**config.mk**
```make
export PLATFORM = sky130hd
export DESIGN_NAME = rsp_cell
export DESIGN_NICKNAME = d
export VERILOG_FILES = /design/src/rsp_pkg.sv /design/src/rsp_cell.sv
export SDC_FILE = /design/constraint.sdc
export NUM_CORES = 1
export LEC_CHECK = 0
export ABC_AREA = 1
export BUFFER_PORTS_ARGS = -buffer_cell sky130_fd_sc_hd__buf_2
export CORE_UTILIZATION = 48
export DETAILED_ROUTE_END_ITERATION = 12
export HOLD_SLACK_MARGIN = 0.1
export PLACE_DENSITY = 0.77
export SKIP_LAST_GASP = 1
export SYNTH_ARGS = -nofsm -noshare
export SYNTH_HDL_FRONTEND = slang
export SYNTH_SLANG_ARGS = --single-unit
export TNS_END_PERCENT = 100
```
**constraint.sdc**
```tcl
create_clock -name clk -period 4 [get_ports clk]
set_input_delay 0.4 -clock clk [delete_from_list [all_inputs] [get_ports clk]]
set_output_delay 0.4 -clock clk [all_outputs]
set_load 0.01 [all_outputs]
```
**src/rsp_pkg.sv**
```systemverilog
package rsp_pkg;

  localparam int MAX_PARITY   = 32;
  localparam int CNT_W        = $clog2(MAX_PARITY + 1);
  localparam int IDX_W        = $clog2(MAX_PARITY);
  localparam int CFG_W        = 6;
  localparam int PARITY_RESET = 7;
  localparam logic [8:0] GF_POLY = 9'h11D;

  typedef logic [7:0] gf_t;

  // per-cycle commands broadcast along the cell chain
  typedef struct packed {
    logic init;    // seed generator coefficient, clear remainder
    logic round;   // multiply generator by (x + root)
    logic absorb;  // take one message byte
    logic flush;   // final byte: copy remainder to drain, clear remainder
    logic shift;   // advance drain chain by one byte
  } cell_ctl_t;

  function automatic gf_t gf_xtime(input gf_t a);
    logic [8:0] t;
    t = {a, 1'b0};
    if (t[8]) begin
      t = t ^ GF_POLY;
    end
    return t[7:0];
  endfunction

  function automatic gf_t gf_mul(input gf_t x, input gf_t y);
    gf_t a;
    gf_t p;
    a = x;
    p = '0;
    for (int k = 0; k < 8; k++) begin
      if (y[k]) begin
        p = p ^ a;
      end
      a = gf_xtime(a);
    end
    return p;
  endfunction

endpackage

```
**src/rsp_cell.sv**
```systemverilog
// One stage of the generator / remainder / drain chain.
module rsp_cell (
  input  logic              clk,
  input  rsp_pkg::cell_ctl_t ctl,
  input  logic              active,
  input  rsp_pkg::gf_t      g_seed,
  input  rsp_pkg::gf_t      root,
  input  rsp_pkg::gf_t      fb,
  input  rsp_pkg::gf_t      lo_g,
  input  rsp_pkg::gf_t      lo_rem,
  input  rsp_pkg::gf_t      lo_drain,
  output rsp_pkg::gf_t      g_out,
  output rsp_pkg::gf_t      rem_out,
  output rsp_pkg::gf_t      drain_out
);

  rsp_pkg::gf_t g_r;
  rsp_pkg::gf_t rem_r;
  rsp_pkg::gf_t drain_r;
  rsp_pkg::gf_t rem_nxt;

  assign rem_nxt = lo_rem ^ rsp_pkg::gf_mul(fb, g_r);

  always_ff @(posedge clk) begin
    if (ctl.init) begin
      g_r   <= g_seed;
      rem_r <= '0;
    end else begin
      if (ctl.round && active) begin
        g_r <= lo_g ^ rsp_pkg::gf_mul(g_r, root);
      end
      if (ctl.absorb && active) begin
        rem_r <= ctl.flush ? 8'h00 : rem_nxt;
      end
    end
  end

  // load wins over shift: the last queued byte leaves in the same cycle
  always_ff @(posedge clk) begin
    if (ctl.absorb && ctl.flush && active) begin
      drain_r <= rem_nxt;
    end else if (ctl.shift) begin
      drain_r <= lo_drain;
    end
  end

  assign g_out     = g_r;
  assign rem_out   = rem_r;
  assign drain_out = drain_r;

endmodule

```
==> impl_metrics.toml, run 1 <==
[sta]
slew_headroom_pct = 42.6
tightest_slew_ps = 860
rsz0062_at_grt = "no"
timing.fmax_mhz = 389
finalSetupTns_ps = 0
setup_violations = 0
hold_violations = 0
fin_worst_skew_ps = 3.70
slew_viol_final = 0
post-route-min-period_ps = 2570
fin_crit_sh_pct = 64.3

[floorplanning]
dieWidth_um = 96.3
core_um2 = 8680
fp.dieH_um = 96.3
ios = 79
start_util_pct = 49.1
fp.dieArea_um2 = 9270
num_rows = 34

[final_layout]
nets = 860
antenna_cells = 0
stdcell_count = 912
drive_gt1_share_pct = 20.5
area_growth_pct = 10.9

[clocking]
cts_tree = "built"
clk_pin_slew_ps = 90
postCtsHoldBufs = 0
clock_latency_ps = 270
h-tree-depth = 1
cts_buffer_depth = 2
postCtsSetupBuffers = 0
cts_buffers = 3
root_buffer = "clkbuf_8"
clock_sinks = 24
post_cts_resized = 0

[yosys]
synthAdderAreaFrac_pct = 0
synth_simple_gate_area_share_pct = 54.9
synth.net_count = 797
synth_compound_area_share_pct = 3.02
syn_inst = 742
synth-main-ff-cell = "edfxtp_1"
synth_cell_types = 38
muxShareOfSynthArea_pct = 0
yosysWarnings = 0
synth_enable_flop_cells = 16
ys_seq_elements = 24
synth_xor_area_share_pct = 15.5
syn_avg_cell_area_um2 = 5.75
syn-cell-area_um2 = 4270
synth_top_family_by_area = "simple AND/OR/NAND/NOR gates"
yosysSeqAreaShare_pct = 15.0
async_flop_share_pct = 0

[setup_path]
critPathArrivalTime_ps = 2600
criticalPathCategory = "reg2reg"
r2r-start = "g_out[7]"
startpoint_type = "flip-flop"
worst_setup_path_end_kind = "flip-flop"
cp_max_fo = 20
required_ps = 4030
critPathLaunch = "g_out[7]"

[grt]
grt_max_degree = 21
use_met2_pct = 44.4
grtUsageMet1_pct = 31.5
grt_first_pass_wirelength_um = 18200
groute.layer.met3.usage_pct = 2.29
gr-total-overflow = 0
grt_busiest_layer = "met2"
grt_pass1_vias = 4049
antenna_found_initial = 0
gr-usage-all-layers_pct = 25.0

[route]
antenna_left = 0
firstDrtPassIters = 6
post-route-drc-count = 0
drt_iter0_drc = 273
via_count = 4580
routedWlPerCell_um = 12.0
wirelength_um = 10900
viasPerCell = 5.02

[placed_design]
gp_congestion = 0.920
place_hpwl_um = 8900
portBuffers = 78
dp.cells = 908

[power]
fin_total_pwr_mw = 3.96
power_density_nw_per_um2 = 836
vdd_drop_max_uv = 553
leakagePower_nw = 2.64

[run]
maxCapViolCount = 0

[status]
status = "complete, no violations"

[min_path]
hold_start = "g_seed[7]"
hold_class = "in2reg"
cells in the mapped netlist, types with 2 or more instances:
cell type | count | area (µm²)
a21oi_1 | 10 | 50.1
buf_2 | 6 | 30.0
buf_4 | 6 | 45.0
buf_6 | 4 | 45.0
clkbuf_1 | 4 | 15.0
clkinv_1 | 2 | 7.51
dfxtp_1 | 8 | 160
edfxtp_1 | 16 | 480
inv_1 | 67 | 251
inv_2 | 17 | 63.8
inv_4 | 3 | 18.8
nand2_1 | 337 | 1260
nand2_2 | 22 | 138
nand2_4 | 10 | 113
nand2_8 | 2 | 40.0
nand2b_1 | 2 | 12.5
nand3_1 | 82 | 410
nand3_2 | 7 | 70.1
nand3_4 | 2 | 35.0
nand3b_1 | 6 | 45.0
nand4_1 | 5 | 31.3
nor2_1 | 29 | 109
nor2_2 | 7 | 43.8
o21ai_0 | 4 | 20.0
o21bai_2 | 2 | 22.5
or2_1 | 3 | 18.8
or2_2 | 2 | 12.5
xnor2_1 | 33 | 289
xor2_1 | 34 | 298
xor2_2 | 2 | 32.5
state kept, by name, summed over array words and instances (netlist names):
| signal | count |
|---|---|
| rem_out | 8 |
| g_out | 8 |
| drain_out | 8 |
through the flow:
stage | hold WS (ps) | setup WS [ps] | instance area [µm²] | util [%]
detailed placement | 456 | 1470 | 4660 | 53.7
CTS | 399 | 1450 | 4730 | 54.5
floorplan | 490 | 2040 | 4270 | -
finish | 403 | 1430 | 4730 | 54.5
global route | 404 | 1140 | 4730 | 54.5
global placement | 455 | 1480 | 4660 | 53.7
layer usage:
metal	share of wire (%)	routed length, µm
met5	0	0
met4	3.3	365
met3	6.0	655
met2	47	5100
met1	44	4810
power by group:
| group | internal, mW | total, mW | switching, mW |
|---|---|---|---|
| registers | 0.360 | 0.588 | 0.228 |
| logic | 1.18 | 3.15 | 1.97 |
| clock network | 0.134 | 0.213 | 0.0797 |
| total | 1.68 | 3.96 | 2.28 |
critical path: stages (launching register included):
cell and delay, ps:
edfxtp_1 910, inv_4 120, nand2_1 120, nand2_1 80
nand2_1 90, nand2_2 90, nand2_1 80, nand2_2 130
nor2_1 170, nand2_1 90, nand2_2 100, inv_2 40
nand2_1 50, nand2_1 50, nand2_1 60, nand2_1 40
nand2_1 50, nand2_1 50
cell families (layout without fill, tap and decap cells):
group           Yosys count  after routing
buf+inv                 111            173
compound gates           20             20
simple gates            516            516
xor+xnor                 71             71
flops                    24             24
worst paths after layout:
kind         slack (ps)  depth (start not counted)    endpoint
max reg2reg        1430                         17    g_out[4]
min reg2reg         470                          2  rem_out[6]
min                 400                          3    g_out[7]
max                1430                         17    g_out[4]
cell usage in the layout, fill, tap and decap left out:
cell type  synthesis  layout
a21oi_2            1       1
inv_4              3       3
o22ai_1            1       1
a21oi_1           10      10
clkbuf_8           0       3
nand2_2           22      22
nor2_2             7       7
buf_4              6       1
nand2_4           10      10
nand3_4            2       2
clkinv_1           2       2
or2_2              2       2
a31oi_2            1       1
bufinv_16          0       1
xor2_4             1       1
o21ai_2            1       1
nand3b_1           6       6
nand3_2            7       7
inv_6              1       1
or2_1              3       3
nand4_1            5       5
xnor2_2            1       1
o21bai_2           2       2
o21ai_0            4       4
nand2_8            2       2
xor2_1            34      34
edfxtp_1          16      16
xor2_2             2       2
buf_2              6      78
nand2_1          337     337
xnor2_1           33      33
nand3_1           82      82
nand2b_1           2       2
dfxtp_1            8       8
inv_1             67      67
inv_2             17      17
nor2_1            29      29
final cells by class:
class                           count  area [µm²]
Clock buffer                        3        41.3
Clock inverter                      1        30.0
Fill cell                         894        3950
Inverter                           90         350
Multi-Input combinational cell    607        3140
Sequential cell                    24         641
Tap cell                          108         135
Timing Repair Buffer               79         398
No activity file was read; power rests on OpenSTA's default activity.
==> run 2, diff against run 1 <==
==> constraint.sdc (replaced) <==
create_clock -name clk -period 2.57 [get_ports clk]
set_input_delay 0.257 -clock clk [delete_from_list [all_inputs] [get_ports clk]]
set_output_delay 0.257 -clock clk [all_outputs]
set_load 0.01 [all_outputs]
==> impl_metrics.toml, run 2 (synthesis gave the netlist of run 1 again) <==
[min_path]
hold_class = "in2reg"
hold_start = "g_seed[3]"
min_to = "g_out[3]"
hold_depth = 3

[placed_design]
gp_congestion = 0.935
portBuffers = 78
pre_cts_slack_ps = 282
place_hpwl_um = 9060

[run]
maxCapViolCount = 0

[floorplanning]
fp.dieH_um = 96.3
fp.dieArea_um2 = 9270
ios = 79
num_rows = 34
dieWidth_um = 96.3
core_um2 = 8680
start_util_pct = 49.1

[sta]
timing.final.ws_setup_ps = 262
timing.fmax_mhz = 433
finalSetupTns_ps = 0
post-route-min-period_ps = 2310
fin_crit_sh_pct = 89.8
slew_headroom_pct = 60.1
fin_worst_skew_ps = 7.43
slew_viol_final = 0
tightest_slew_ps = 596
rsz0062_at_grt = "no"
setup_violations = 0
hold_ws_ps = 255
hold_violations = 0

[setup_path]
worst_setup_path_end_kind = "flip-flop"
required_ps = 2610
critPathLaunch = "g_out[1]"
criticalPathCategory = "reg2reg"
startpoint_type = "flip-flop"
crit_buf_inv = 3
critPathArrivalTime_ps = 2350
worstRegToRegCells = 15
timing.critical_path.mode_cell = "nand2_1"
critPathMaxStageDelay_ps = 620
reg2reg_setup_slack_ps = 260
critPathSlowestCell = "edfxtp_1"
cp_top_family = "simple AND/OR/NAND/NOR gates"
r2r-start = "g_out[1]"
reg2reg_to = "g_out[7]"
path_cells = "inv_2 -> nand2_1 -> nand2_1 -> nand2_1 -> nand2_2 -> nand2_1 -> nand2_2 -> inv_2 -> nand2_1 -> xor2_1 -> inv_1 -> nand2_1 -> nand3b_1 -> nand3_1 -> nand2_1"
cp_max_fo = 14

[clocking]
clk_pin_slew_ps = 90
root_buffer = "clkbuf_8"
h-tree-depth = 1
postCtsHoldBufs = 0
cts_buffers = 3
cts_buffer_depth = 2
clock_latency_ps = 270
post_cts_resized = 0
postCtsSetupBuffers = 0
cts_tree = "built"
clock_sinks = 24

[grt]
gr-total-overflow = 0
grt_pass1_vias = 4109
gr-usage-all-layers_pct = 25.4
grt_max_degree = 18
antenna_found_initial = 0
grt_first_pass_wirelength_um = 18500

[route]
antenna_left = 0
viasPerCell = 4.94
via_count = 4534
firstDrtPassIters = 5
wirelength_um = 11100
post-route-drc-count = 0
routedWlPerCell_um = 12.1
drt_iter0_drc = 201

[power]
leakagePower_nw = 2.67
power_density_nw_per_um2 = 1300
vdd_drop_max_uv = 766

[final_layout]
final_cell_mix = "nand2_1 (337), nand3_1 (82), buf_2 (78)"
antenna_cells = 0
drive_gt1_share_pct = 21.0
area_growth_pct = 11.8
final_util_pct = 54.9
nFillCells = 898
final_common_cell = "nand2_1"
nets = 865

[status]
status = "complete, no violations"
-- run 2: changes by cell type in the layout (fill, tap and decap cells not counted), sizes merged --
cell / change
buf: +5
-- run 2: layout make-up --
cell class / instances / area [µm²] / share of cell area (%)
flip-flops and latches: 24 / 641 / 13.4
well taps: 108 / 135 / 2.83
clock buffers: 3 / 41.3 / 0.866
repair buffers: 84 / 435 / 9.13
multi-input cells: 607 / 3140 / 65.8
inverters: 90 / 350 / 7.35
clock inverters: 1 / 30.0 / 0.630
-- run 2: worst max-delay path by stage --
stage | endpoint | slack (ps) | cells after the start
after global routing | g_out[7] | 5 | 15
after detailed placement | g_out[7] | 280 | 15
after floorplan | g_out[7] | 610 | 16
final | g_out[7] | 260 | 15
after CTS | g_out[7] | 270 | 15
after global placement | g_out[7] | 310 | 15
-- run 2: layer usage --
layer	global-route usage [%]	vias up	part of all wire [%]
met1	31.9	1987	44
met3	2.29	19	4.1
met2	46.3	113	49
li1	-	2415	-
met5	0	-	0
met4	6.34	0	2.1
-- run 2: power breakdown --
| group | switching (mW) | internal, mW |
|---|---|---|
| Clock | 0.129 | 0.208 |
| Sequential | 0.209 | 0.560 |
| Combinational | 3.21 | 1.89 |
| Total | 3.55 | 2.66 |
-- run 2: worst register-to-register path: cells and delay by family, from the launching register on --
family	cells	cell delay (ps)
xor+xnor	1	210
buf+inv	3	280
flops	1	620
simple gates	11	970
-- run 2: metrics by stage --
stage	cell area, µm²	power, mW	cells
2_1_floorplan	4270	4.88	742
3_3_place_gp	4700	5.79	913
3_5_place_dp	4700	5.85	913
4_1_cts	4770	6.20	917
5_1_grt	4770	7.01	917
6_report	4770	6.21	917
==> run 3, diff against run 2 <==
--- a/config.mk
+++ b/config.mk
@@ -6,7 +6,7 @@
 export NUM_CORES = 1
 export LEC_CHECK = 0
 export ABC_AREA = 1
-export BUFFER_PORTS_ARGS = -buffer_cell sky130_fd_sc_hd__buf_2
+export BUFFER_PORTS_ARGS = -buffer_cell sky130_fd_sc_hd__buf_4
 export CORE_UTILIZATION = 48
 export DETAILED_ROUTE_END_ITERATION = 12
 export HOLD_SLACK_MARGIN = 0.1
==> impl_metrics.toml, run 3 (synthesis gave the netlist of run 1 again) <==
[clocking]
clock_latency_ps = 290
postCtsHoldBufs = 0
post_cts_resized = 0
h-tree-depth = 1
cts_buffer_depth = 2
cts_tree = "built"
cts_buffers = 3
postCtsSetupBuffers = 0
clock_sinks = 24
clk_pin_slew_ps = 110
root_buffer = "clkbuf_8"

[min_path]
hold_class = "in2reg"
hold_depth = 3

[sta]
setup_violations = 0
fin_crit_sh_pct = 90.0
rsz0062_at_grt = "no"
post-route-min-period_ps = 2310
timing.fmax_mhz = 432
finalSetupTns_ps = 0
tightest_slew_ps = 593
slew_headroom_pct = 60.3
timing.final.ws_setup_ps = 258
slew_viol_final = 0
hold_violations = 0
fin_worst_skew_ps = 19.5

[floorplanning]
core_um2 = 8680
ios = 79
dieWidth_um = 96.3
num_rows = 34
start_util_pct = 49.1
fp.dieH_um = 96.3
fp.dieArea_um2 = 9270

[route]
via_count = 4734
firstDrtPassIters = 5
routedWlPerCell_um = 13.1
viasPerCell = 5.17
wl_met3_um = 524
antenna_left = 0
post-route-drc-count = 0
wirelength_um = 12000
wl_met1_um = 4930
drt_iter0_drc = 266
wl_met2_um = 6060
routed.top_layer = "met4"

[final_layout]
final_cell_mix = "nand2_1 (337), buf_4 (83), nand3_1 (82)"
nFillCells = 896
final_common_cell = "nand2_1"
final_util_pct = 57.1
nets = 864
fin_area_um2 = 4960
area_growth_pct = 16.2
drive_gt1_share_pct = 20.9
final-seq-area_um2 = 641
antenna_cells = 0
multi_input_area_um2 = 3140

[setup_path]
worst_setup_path_end_kind = "flip-flop"
critPathMaxStageDelay_ps = 680
startpoint_type = "flip-flop"
path_cells = "inv_2 -> nand2_1 -> nand2_1 -> nand2_1 -> nand2_2 -> nand2_1 -> nand2_2 -> inv_2 -> nand2_1 -> xnor2_1 -> inv_1 -> nand2_1 -> nand3_1 -> nand3_1 -> nand2_1"
required_ps = 2630
cp_top_family = "simple AND/OR/NAND/NOR gates"
worstRegToRegCells = 15
crit_buf_inv = 3
cp_max_fo = 14
critPathArrivalTime_ps = 2370
critPathSlowestCell = "edfxtp_1"
criticalPathCategory = "reg2reg"
cp.depth = 15
timing.critical_path.mode_cell = "nand2_1"

[placed_design]
placed_area_um2 = 4880
pre_cts_slack_ps = 308
gp_congestion = 0.876
place_hpwl_um = 9640
portBuffers = 78

[power]
fin_total_pwr_mw = 6.44
leakagePower_nw = 2.72
power_density_nw_per_um2 = 1300
vdd_drop_max_uv = 919

[grt]
grt_first_pass_wirelength_um = 19600
gr-usage-all-layers_pct = 27.1
grt_max_degree = 18
gr-total-overflow = 0
antenna_found_initial = 0
grt_pass1_vias = 4446

[run]
maxCapViolCount = 0

[status]
status = "complete, no violations"
==> run 3: changes by cell type in the layout (fill, tap and decap cells not counted) <==
cell	delta
buf_2	-78
buf_4	+77
==> run 3: where the power goes <==
group,switching [mW],leakage (nW),internal (mW)
Clock,0.147,0.0357,0.209
Combinational,3.35,2.46,1.96
Sequential,0.219,0.225,0.560
==> run 3: cell type report <==
class / instances / share of cell area [%]
multi-input cells: 607 / 63.3
clock inverters: 1 / 0.606
clock buffers: 3 / 0.833
inverters: 90 / 7.07
repair buffers: 83 / 12.6
well taps: 108 / 2.73
flip-flops and latches: 24 / 12.9
==> run 3: path summary, 6_finish.rpt <==
| path | startpoint | end | slack (ps) |
|---|---|---|---|
| min | g_seed[7] | g_out[7] | 240 |
| max reg2reg | g_out[1] | g_out[5] | 260 |
| max | g_out[1] | g_out[5] | 260 |
| min reg2reg | rem_out[3] | rem_out[3] | 480 |
==> run 3: routing by layer <==
metal,global-route usage [%],vias to the layer above
met5,0,-
met4,10.9,0
met3,3.08,32
met2,51.0,139
met1,30.5,2155
li1,-,2408
==> run 3: worst min-delay path, delay by kind of cell <==
kind                   cells  cell delay [ps]
and+or+nand+nor            2              100
buffers and inverters      1               80
==> run 3: through the flow <==
| stage | cells | hold slack, ps |
|---|---|---|
| finish | 916 | 243 |
| global route | 916 | 247 |
| CTS | 916 | 246 |
| detailed placement | 912 | 465 |
| global placement | 912 | 457 |
| floorplan | 742 | 439 |
